`src/rtl/mcb_pkg.sv`:
```
// ----------------------------------------------------------------------------
// mcb_pkg
// Shared types and constants for the seek/coast/brake motor controller.
// ----------------------------------------------------------------------------
`default_nettype none

package mcb_pkg;

  // Field widths
  localparam int unsigned DUTY_W    = 8;
  localparam int unsigned TIMER_W   = 16;
  localparam int unsigned LOSS_W    = 8;
  localparam int unsigned MODE_W    = 3;
  localparam int unsigned CFG_IDX_W = 1;
  localparam int unsigned CFG_DW    = 16;
  localparam int unsigned IN_DW     = 16;
  localparam int unsigned OUT_DW    = 16;

  // Loss counter threshold: duty is forced to zero above this count
  localparam logic [LOSS_W-1:0] LOSS_LIMIT = 8'd2;

  // Saturation values
  localparam logic [TIMER_W-1:0] TIMER_MAX = 16'hFFFF;
  localparam logic [LOSS_W-1:0]  LOSS_MAX  = 8'hFF;

  // Configuration reset values
  localparam logic [TIMER_W-1:0] COAST_TICKS_RST = 16'd50;
  localparam logic [DUTY_W-1:0]  SEEK_DUTY_RST   = 8'd128;

  // Configuration register indexes
  localparam logic [CFG_IDX_W-1:0] REG_COAST_TICKS = 1'b0;
  localparam logic [CFG_IDX_W-1:0] REG_SEEK_DUTY   = 1'b1;

  // Item kinds
  localparam logic ACT_TICK    = 1'b0;
  localparam logic ACT_COMMAND = 1'b1;

  // Command modes
  localparam logic [MODE_W-1:0] MODE_IDLE     = 3'd0;
  localparam logic [MODE_W-1:0] MODE_SEEK_MIN = 3'd1;
  localparam logic [MODE_W-1:0] MODE_SEEK_MID = 3'd2;
  localparam logic [MODE_W-1:0] MODE_SEEK_MAX = 3'd3;
  localparam logic [MODE_W-1:0] MODE_RUN_CW   = 3'd4;
  localparam logic [MODE_W-1:0] MODE_RUN_CCW  = 3'd5;
  localparam logic [MODE_W-1:0] MODE_SPARE_6  = 3'd6;  // treated as idle
  localparam logic [MODE_W-1:0] MODE_SPARE_7  = 3'd7;  // treated as idle

  // Motor phase
  typedef enum logic [1:0] {
    PH_BRAKE = 2'd0,
    PH_COAST = 2'd1,
    PH_RUN   = 2'd2
  } phase_t;

  // One input item
  typedef struct packed {
    logic              action;
    logic [MODE_W-1:0] mode;
    logic [DUTY_W-1:0] req_duty;
    logic              limit_min_n;
    logic              limit_mid_n;
    logic              limit_max_n;
    logic              driver_ok;
  } item_t;

  // One result item
  typedef struct packed {
    logic [DUTY_W-1:0] duty_out;
    logic              direction;
    logic              coast;
    logic              driver_reset_pulse;
    logic              done_res;
  } result_t;

  // Controller state carried from item to item
  typedef struct packed {
    phase_t             phase;
    logic [TIMER_W-1:0] coast_timer;
    logic [LOSS_W-1:0]  loss_count;
    logic [DUTY_W-1:0]  duty;
    logic               direction;
    logic               coast;
  } state_t;

  // Configuration register contents
  typedef struct packed {
    logic [TIMER_W-1:0] coast_ticks;
    logic [DUTY_W-1:0]  seek_duty;
  } cfg_t;

endpackage : mcb_pkg

`default_nettype wire

```
`src/rtl/dc_motor_seek_coast_brake_ctrl.sv`:
```
// ----------------------------------------------------------------------------
// dc_motor_seek_coast_brake_ctrl
// H-bridge DC motor controller with limit seeking, direct run, coast and brake.
// ----------------------------------------------------------------------------
// Each input transaction is a 10 ms tick (tuser = 0) or a command (tuser = 1)
// and yields exactly one result transaction. Items are captured in an input
// register, evaluated in one pass of combinational logic against the motor
// state, and the result lands in an output register that drives out_tvalid;
// one item is taken every cycle as long as the output side keeps up; a
// stalled output holds one result while a
// second item waits in the input register. Configuration writes take effect
// in the cycle after the write and should be issued only while the block is
// idle.
`default_nettype none

module dc_motor_seek_coast_brake_ctrl
  import mcb_pkg::*;
(
  input  wire logic                 clk,
  input  wire logic                 rst_n,
  // Input stream
  input  wire logic                 in_tvalid,
  output logic                      in_tready,
  // [2:0] mode, [10:3] req_duty, [11] limit_min_n, [12] limit_mid_n,
  // [13] limit_max_n, [14] driver_ok, [15] zero
  input  wire logic [IN_DW-1:0]     in_tdata,
  // [0] action
  input  wire logic                 in_tuser,
  // Result stream
  output logic                      out_tvalid,
  input  wire logic                 out_tready,
  // [7:0] duty_out, [8] direction, [9] coast, [10] driver_reset_pulse,
  // [11] done_res, [15:12] zero
  output logic [OUT_DW-1:0]         out_tdata,
  // Configuration write channel
  input  wire logic                 cfg_valid,
  output logic                      cfg_ready,
  input  wire logic [CFG_IDX_W-1:0] cfg_index,
  input  wire logic [CFG_DW-1:0]    cfg_data
);

  cfg_t    cfg;
  item_t   in_item_r;
  logic    in_valid_r;
  state_t  state_r;
  state_t  state_nxt;
  result_t res_nxt;
  result_t out_res_r;
  logic    out_valid_r;
  logic    advance;
  item_t   in_item;

  mcb_cfg u_cfg (
    .clk       (clk),
    .rst_n     (rst_n),
    .cfg_valid (cfg_valid),
    .cfg_ready (cfg_ready),
    .cfg_index (cfg_index),
    .cfg_data  (cfg_data),
    .cfg       (cfg)
  );

  mcb_step u_step (
    .item   (in_item_r),
    .st     (state_r),
    .cfg    (cfg),
    .st_nxt (state_nxt),
    .res    (res_nxt)
  );

  // Unpack the incoming transaction
  always_comb begin
    in_item.action      = in_tuser;
    in_item.mode        = in_tdata[2:0];
    in_item.req_duty    = in_tdata[10:3];
    in_item.limit_min_n = in_tdata[11];
    in_item.limit_mid_n = in_tdata[12];
    in_item.limit_max_n = in_tdata[13];
    in_item.driver_ok   = in_tdata[14];
  end

  // Handshake: evaluate the held item when the output register is free
  assign advance   = in_valid_r && (!out_valid_r || out_tready);
  assign in_tready = !in_valid_r || advance;

  // Input register
  always_ff @(posedge clk) begin
    if (!rst_n) begin
      in_valid_r <= 1'b0;
    end else if (in_tready) begin
      in_valid_r <= in_tvalid;
    end
  end

  always_ff @(posedge clk) begin
    if (in_tready && in_tvalid) in_item_r <= in_item;
  end

  // Motor state and output register
  always_ff @(posedge clk) begin
    if (!rst_n) begin
      state_r     <= '{phase: PH_BRAKE, coast_timer: '0, loss_count: '0,
                       duty: '0, direction: 1'b0, coast: 1'b0};
      out_valid_r <= 1'b0;
    end else begin
      if (advance) state_r <= state_nxt;
      if (advance) begin
        out_valid_r <= 1'b1;
      end else if (out_tready) begin
        out_valid_r <= 1'b0;
      end
    end
  end

  always_ff @(posedge clk) begin
    if (advance) out_res_r <= res_nxt;
  end

  assign out_tvalid = out_valid_r;
  assign out_tdata  = {4'b0000, out_res_r.done_res, out_res_r.driver_reset_pulse,
                       out_res_r.coast, out_res_r.direction, out_res_r.duty_out};

  // A reset pulse is only issued while a nonzero duty is driven
  a_pulse_duty: assert property (@(posedge clk) disable iff (!rst_n)
    out_valid_r && out_res_r.driver_reset_pulse |-> out_res_r.duty_out != '0)
    else $error("reset pulse with zero duty");

  // Reaching a target or idling always leaves the bridge undriven
  a_done_duty: assert property (@(posedge clk) disable iff (!rst_n)
    out_valid_r && out_res_r.done_res |-> out_res_r.duty_out == '0)
    else $error("done with nonzero duty");

  // Coasting and driving never overlap
  a_coast_duty: assert property (@(posedge clk) disable iff (!rst_n)
    state_r.coast |-> state_r.duty == '0)
    else $error("coast flag set while driving");

  // A held item is not dropped while the output is stalled
  a_hold_item: assert property (@(posedge clk) disable iff (!rst_n)
    in_valid_r && !advance |=> in_valid_r && $stable(in_item_r))
    else $error("input item lost during stall");

endmodule : dc_motor_seek_coast_brake_ctrl

`default_nettype wire

```
`src/rtl/mcb_cfg.sv`:
```
// ----------------------------------------------------------------------------
// mcb_cfg
// Configuration register file: coast tick count and seek duty.
// ----------------------------------------------------------------------------
`default_nettype none

module mcb_cfg
  import mcb_pkg::*;
(
  input  wire logic                 clk,
  input  wire logic                 rst_n,
  input  wire logic                 cfg_valid,
  output logic                      cfg_ready,
  input  wire logic [CFG_IDX_W-1:0] cfg_index,
  input  wire logic [CFG_DW-1:0]    cfg_data,
  output cfg_t                      cfg
);

  logic [TIMER_W-1:0] coast_ticks_r;
  logic [DUTY_W-1:0]  seek_duty_r;

  // Writes are always accepted: cfg_ready is tied high
  assign cfg_ready = 1'b1;

  // Register writes
  always_ff @(posedge clk) begin
    if (!rst_n) begin
      coast_ticks_r <= COAST_TICKS_RST;
      seek_duty_r   <= SEEK_DUTY_RST;
    end else if (cfg_valid) begin
      unique case (cfg_index)
        REG_COAST_TICKS: coast_ticks_r <= cfg_data[TIMER_W-1:0];
        REG_SEEK_DUTY:   seek_duty_r   <= cfg_data[DUTY_W-1:0];
        default: ;
      endcase
    end
  end

  assign cfg.coast_ticks = coast_ticks_r;
  assign cfg.seek_duty   = seek_duty_r;

endmodule : mcb_cfg

`default_nettype wire

```
`src/rtl/mcb_step.sv`:
```
// ----------------------------------------------------------------------------
// mcb_step
// Next-state and result logic for one tick or command.
// ----------------------------------------------------------------------------
`default_nettype none

module mcb_step
  import mcb_pkg::*;
(
  input  wire item_t  item,
  input  wire state_t st,
  input  wire cfg_t   cfg,
  output state_t      st_nxt,
  output result_t     res
);

  always_comb begin
    state_t            s;
    logic              power;
    logic              stop;
    logic              sw_n;
    logic              pulse;
    logic              done;
    logic [DUTY_W-1:0] d;
    logic [LOSS_W-1:0] loss_inc;

    s        = st;
    power    = 1'b0;
    stop     = 1'b0;
    sw_n     = 1'b1;
    pulse    = 1'b0;
    done     = 1'b0;
    d        = item.req_duty;
    loss_inc = st.loss_count;

    if (item.action == ACT_TICK) begin
      // Tick: advance timers, drop drive after too many silent ticks
      if (st.coast_timer != TIMER_MAX) s.coast_timer = st.coast_timer + 16'd1;
      if (st.loss_count != LOSS_MAX) loss_inc = st.loss_count + 8'd1;
      s.loss_count = loss_inc;
      if (loss_inc > LOSS_LIMIT) s.duty = '0;
    end else begin
      s.loss_count = '0;
      unique case (item.mode)
        MODE_SEEK_MIN, MODE_SEEK_MID, MODE_SEEK_MAX: begin
          unique case (item.mode)
            MODE_SEEK_MIN: sw_n = item.limit_min_n;
            MODE_SEEK_MID: sw_n = item.limit_mid_n;
            default:       sw_n = item.limit_max_n;
          endcase
          if (!sw_n) begin
            done = 1'b1;
            stop = 1'b1;
          end else begin
            d           = cfg.seek_duty;
            s.direction = 1'b1;
            s.coast     = 1'b0;
            power       = 1'b1;
          end
        end
        MODE_RUN_CW, MODE_RUN_CCW: begin
          s.direction = (item.mode == MODE_RUN_CW);
          s.coast     = 1'b0;
          power       = 1'b1;
        end
        default: begin
          done = 1'b1;
          stop = 1'b1;
        end
      endcase

      // Stop: a running motor enters coast, coast ends in brake when time is up
      if (stop) begin
        s.duty = '0;
        if (s.phase == PH_RUN) begin
          s.coast       = 1'b1;
          s.phase       = PH_COAST;
          s.coast_timer = '0;
        end
        if (!(s.phase == PH_COAST && s.coast_timer < cfg.coast_ticks)) begin
          s.coast = 1'b0;
          s.phase = PH_BRAKE;
        end
      end

      // Drive: nonzero duty runs the motor, a faulted driver gets a reset pulse
      if (power) begin
        if (d == '0) begin
          s.duty = '0;
        end else begin
          pulse   = !item.driver_ok;
          s.duty  = d;
          s.phase = PH_RUN;
        end
      end
    end

    st_nxt                 = s;
    res.duty_out           = s.duty;
    res.direction          = s.direction;
    res.coast              = s.coast;
    res.driver_reset_pulse = pulse;
    res.done_res           = done;
  end

endmodule : mcb_step

`default_nettype wire

```
`config.mk`:
```
export PLATFORM = sky130hd
export DESIGN_NAME = dc_motor_seek_coast_brake_ctrl
export DESIGN_NICKNAME = d
export VERILOG_FILES = /design/src/rtl/mcb_pkg.sv /design/src/rtl/dc_motor_seek_coast_brake_ctrl.sv /design/src/rtl/mcb_cfg.sv /design/src/rtl/mcb_step.sv
export SDC_FILE = /design/constraint.sdc
export NUM_CORES = 1
export LEC_CHECK = 0
export BUFFER_PORTS_ARGS = -buffer_cell sky130_fd_sc_hd__buf_2
export CAP_MARGIN = 30
export CORE_MARGIN = 2
export CORE_UTILIZATION = 55
export CTS_BUF_LIST = sky130_fd_sc_hd__clkbuf_8
export DETAILED_ROUTE_END_ITERATION = 6
export GPL_TIMING_DRIVEN = 0
export PLACE_DENSITY = 0.76
export SLEW_MARGIN = 10
export SYNTH_ARGS = -nofsm -noshare
export SYNTH_HDL_FRONTEND = slang
export SYNTH_HIERARCHICAL = 1
export SYNTH_SLANG_ARGS = --single-unit
```
`constraint.sdc`:
```
create_clock -name clk -period 2.9 [get_ports clk]
set_clock_uncertainty 0.15 [all_clocks]
set_input_delay 0.29 -clock clk [delete_from_list [all_inputs] [get_ports clk]]
set_output_delay 0.29 -clock clk [all_outputs]
set_load 0.1 [all_outputs]
```
# After elaboration in Yosys (flattened, before gate mapping)
# Cells that the tools add are included.
# totals
ff_bits,90
in_bits,39
output_inout_bits,19
elab_cells,92
# classes
order_cmp,2
addsub,2
bitwise_logic,3
mux,35
reduce_logical,18
n_eq_ne,10
# op_table
cell,count
$mux 18,4
$mux 8,9
$mux 32,1
$add 16x1->16 const B,1
$lt 16x16->1,1
$mux 16,1
$ne 16x16->1 const B,1
$mux 1,11
$mux 2,5
$add 8x1->8 const B,1
$gt 8x2->1 const B,1
$logic_not 8->1,1
$ne 8x8->1 const B,1
$eq 3x2->1 const B,2
$eq 3x3->1 const B,2
$pmux 1 s2,3
$reduce_and 2->1,3
$reduce_or 3->1,2
$pmux 2 s2,1
$reduce_bool 2->1,2
$eq 3x1->1 const B,1
$logic_and 1x1->1,3
$logic_not 1->1,3
$not 1->1,3
other kinds (6),7

# Logic depth before layout (Yosys ltp)
# logic_depth
word_depth,15
mapped_depth,14
ltp_nobuf,11

# By module
# Netlist, hierarchy kept.
# by_module_without_submodules
module,area_each_um2,cells_each,seq_area_each_um2,instances
dc_motor_seek_coast_brake_ctrl,2436.1,198,1601.5,1
mcb_step,1646.6,251,0.0,1
mcb_cfg,978.4,104,480.5,1

# Worst setup path before layout
# No wires, ideal clock.
# synth_timing
path_kind,flip-flop to flip-flop
from,register out_valid_r (netlist: out_tvalid)
to,register in_item_r[0] (netlist bit) (enable)
arrival_ps,2440
n_path_buf,0
stages_incl_launch_ff,4
setup_slack_ps,-10
required_time_ps,2430
setup_ps,320
period_less_slack_ps,2910
cell_sequence,dfxtp_1 -> nor2b_4 -> nand2_1 -> and2_1
# synth_between
elab_chain_len,5
# synth_rtl
element,line,rtl
"start, declared",dc_motor_seek_coast_brake_ctrl.sv:49,logic out_valid_r;
"start signal, assigned",dc_motor_seek_coast_brake_ctrl.sv:104,out_valid_r <= 1'b0;
"start signal, assigned",dc_motor_seek_coast_brake_ctrl.sv:108,out_valid_r <= 1'b1;
"start signal, assigned",dc_motor_seek_coast_brake_ctrl.sv:110,out_valid_r <= 1'b0;
$logic_not 1->1,dc_motor_seek_coast_brake_ctrl.sv:83,assign advance = in_valid_r && (!out_valid_r || out_tready);
$logic_or 1x1->1,dc_motor_seek_coast_brake_ctrl.sv:83,
$logic_and 1x1->1,dc_motor_seek_coast_brake_ctrl.sv:83,
$logic_or 1x1->1,dc_motor_seek_coast_brake_ctrl.sv:84,assign in_tready = !in_valid_r || advance;
via in_tready,dc_motor_seek_coast_brake_ctrl.sv:23,"output logic in_tready,"
$logic_and 1x1->1,dc_motor_seek_coast_brake_ctrl.sv:96,if (in_tready && in_tvalid) in_item_r <= in_item;
"end signal, assigned",dc_motor_seek_coast_brake_ctrl.sv:96,
"end, declared",dc_motor_seek_coast_brake_ctrl.sv:43,item_t in_item_r;
# The timed path passes the listed nets, and every way through them passes these cells.
# A chain may end at the register's enable or synchronous reset.

==> metrics.cfg <==
[synthesis]
yosys.area_share.simple = 0.221
synth_cells = 553
synth_xor_area_frac = 0.00173
syn_area_per_cell_sq_um = 9.15
synth_mux_area_frac = 0.132
synth_area_sq_um = 5060
synth_compound_area_frac = 0.0959
synth_top_family_by_area = simple AND/OR/NAND/NOR gates
synth.top_cells.by_area = dfxtp_1 25%, edfxtp_1 17%, mux2i_1 13%
synthAdderAreaFrac = 0.0494
yosys_warnings = 6
yosys.area.top_type = dfxtp_1
ys_seq_area_frac = 0.411
async_flop_share = 0
synth_top_area_frac = 0.245
synth_cell_type_count = 60
ys_ff_latch = 90
synth-edff-count = 28
ys.flop_type = dfxtp_1

[worst_setup_path]
endpoint_kind = register
slowest_stage = dfxtp_1
crit_arrival_ns = 2.82
crit_top_cell = a21oi_1
cp_cell_sequence = inv_2 > ha_4 > clkbuf_4 > nor2b_1 > ha_1 > a21oi_1 > o21ai_0 > a2111oi_1 > a21oi_1 > a21oi_2 > buf_4 > nand2_1 > mux2i_1
cp-start-kind = register
critPathBufInv = 3
cp.required_ns = 3.04
path_delay_family = compound AO/OA/AOI/OAI gates
path_class = register to register
crit_fanout = 10
max_stage_delay_ns = 0.36

[die]
die_area_sq_um = 9990
die_y_microns = 99.9
rows = 35
boundaryPins = 58
core_region_area_sq_um = 9060
start_util = 0.558
die_w_microns = 99.9

[placement]
dp_slack_ns = -0.435
placed_area_sq_um = 5460
hpwl_mm = 7.84
dpl.cell_count = 716
gp_congestion = 0.901
port_buffers = 49

[min_path]
holdCritPathClass = input pin to register

[grt]
grt_max_degree = 22
grt_pass1_wl_mm = 18.9
track_usage = 0.237
grt_overflow = 0
grt_antenna_before_repair = 0
grt_pass1_vias = 4126

[timing]
max-slew-margin-rel = 0.487
final-setup-viol-count = 0
maxSlewViolCount = 0
final.min_clock_period_ns = 2.67
max_slew.worst_pin.slew_ns = 0.769
fin_ws_ns = 0.228
min_period_over_period = 0.921
final_hold_viol_count = 0
fmax_ghz = 0.374
rsz0062_at_grt = false

[clocking]
htreeDepth = 3
cts_buffers = 9
insertion_delay_ns = 0.36
cts.clk_slew.worst_paths_ns = 0.10
clock-root-buffer = clkbuf_8
cts_sinks = 90
tritoncts = yes
clock_tree.buffer_depth = 2

[final_layout]
areaGrowthSynthToFinish_pct = 16.2
fillerInstances = 744
final_layout_size_suffix_gt1_frac = 0.186
finalNonFillerCells = 751
final_cell_area_sq_um = 5880
diodes = 0
layout.nets = 694
utilization = 0.649
mostFrequentLayoutCell = nand2_1
mostFrequentLayoutCells = 134 x nand2_1, 64 x mux2i_1, 60 x dfxtp_1

[power_and_ir_drop]
total_leakage_power_uw = 0.00242
fin_total_pwr_uw = 2720
pwr_density_cell_nw_per_um2 = 463
peakVddDrop_mv = 0.310

[drt]
viasPerCell = 5.50
ant_nets = 0
num_vias = 4127
wl_mm = 11.3
drc_errors = 0
drt_iter0_markers = 174
first_pass_iters = 5
avgRoutedWirePerCell_microns = 15.0

[run_status]
outcome = finished, final reports clean

[job]
max_cap_violations = 0

==> registers in the layout (all words and copies together), names as in the netlist <==
register / cells
out_tdata: 12
in_valid_r: 1
out_tvalid: 1
u_cfg/seek_duty_r: 8
in_item_r: 16
state_r: 36
u_cfg/coast_ticks_r: 16
==> cell families (layout without fill, tap and decap cells) <==
| kind of cell | after synthesis | after routing |
|---|---|---|
| AO/OA/AOI/OAI | 71 | 71 |
| XOR/XNOR | 1 | 1 |
| adder cells (fa/ha/maj) | 20 | 20 |
| buffers and inverters | 73 | 157 |
| flip-flops | 90 | 90 |
| multiplexers | 66 | 66 |
| other | 2 | 5 |
| AND/OR/NAND/NOR | 230 | 230 |
==> what timing repair did <==
action | in CTS | in global routing
endpoints found under the hold margin | 16 | 0
hold buffers | 16 | 0
resized for setup | 5 | 3
setup buffers | 0 | 4
pin swaps | 0 | 3
setup endpoints to repair | 3 | 3
==> worst paths after layout <==
check | slack, ns | endpoint | cells past startpoint | startpoint
min reg2reg | 0.32 | state_r[8]$_SDFFE_PN0P_ | 2 | state_r[8]$_SDFFE_PN0P_
min | 0.02 | u_cfg/coast_ticks_r[10]$_SDFFE_PN0P_ | 3 | cfg_data[10]
max reg2reg | 0.23 | state_r[0]$_SDFFE_PN0P_ | 13 | state_r[34]$_SDFFE_PN0P_
max | 0.23 | state_r[0]$_SDFFE_PN0P_ | 13 | state_r[34]$_SDFFE_PN0P_
==> layout make-up <==
type	count	area, sq um	share of cell area
timing repair buffer	69	435	0.0740
tap	111	139	0.0236
inverter	29	109	0.0185
multi-input combinational	393	2560	0.436
clock buffer	9	124	0.0211
clock inverter	7	90.1	0.0153
buffer	43	335	0.0570
sequential	90	2080	0.354
==> worst min-delay path: cells and delay by family <==
family / cells / cell delay, ns
buffers and inverters: 1 / 0.10
muxes: 1 / 0.06
and+or+nand+nor: 1 / 0.05
==> Yosys cell counts (2+ instances only) <==
| master | n |
|---|---|
| nand2_1 | 134 |
| mux2i_1 | 64 |
| dfxtp_1 | 62 |
| inv_1 | 29 |
| edfxtp_1 | 28 |
| ha_1 | 20 |
| o21ai_0 | 20 |
| buf_4 | 18 |
| nor2b_1 | 18 |
| nor2_1 | 17 |
| nand3_1 | 16 |
| clkbuf_1 | 14 |
| a21oi_1 | 11 |
| nand4_1 | 10 |
| o2bb2ai_1 | 8 |
| o211ai_1 | 6 |
| buf_12 | 5 |
| buf_2 | 5 |
| nor3_1 | 5 |
| a31oi_1 | 4 |
| nor4_1 | 4 |
| and2_1 | 3 |
| nand3b_1 | 3 |
| nor2b_4 | 3 |
| o31ai_1 | 3 |
| and2_2 | 2 |
| and3_1 | 2 |
| buf_6 | 2 |
| conb_1 | 2 |
| nor3b_1 | 2 |
| o211a_1 | 2 |
| o311ai_1 | 2 |
| o41ai_1 | 2 |
==> metrics by stage <==
stage | setup TNS, ns | hold WS [ns]
floorplan | 0 | 0.239
global placement | -0.440 | 0.293
detailed placement | -0.786 | 0.298
CTS | 0 | 0.00752
global route | 0 | 0.0143
finish | 0 | 0.0170
==> power breakdown <==
| group | total (uW) | switching (uW) | internal, uW |
|---|---|---|---|
| Clock | 935 | 510 | 425 |
| Combinational | 411 | 262 | 148 |
| Sequential | 1380 | 29.7 | 1350 |
==> routing by layer <==
metal / wire length, microns / global-route usage / up-vias / share of wire
met3: 438 / 0.0508 / 21 / 0.039
met1: 5060 / 0.302 / 1955 / 0.45
li1: - / - / 2069 / -
met2: 5590 / 0.400 / 82 / 0.50
met4: 186 / 0.0854 / 0 / 0.016
met5: 0 / 0 / - / 0
(Power assumes the default switching activity.)
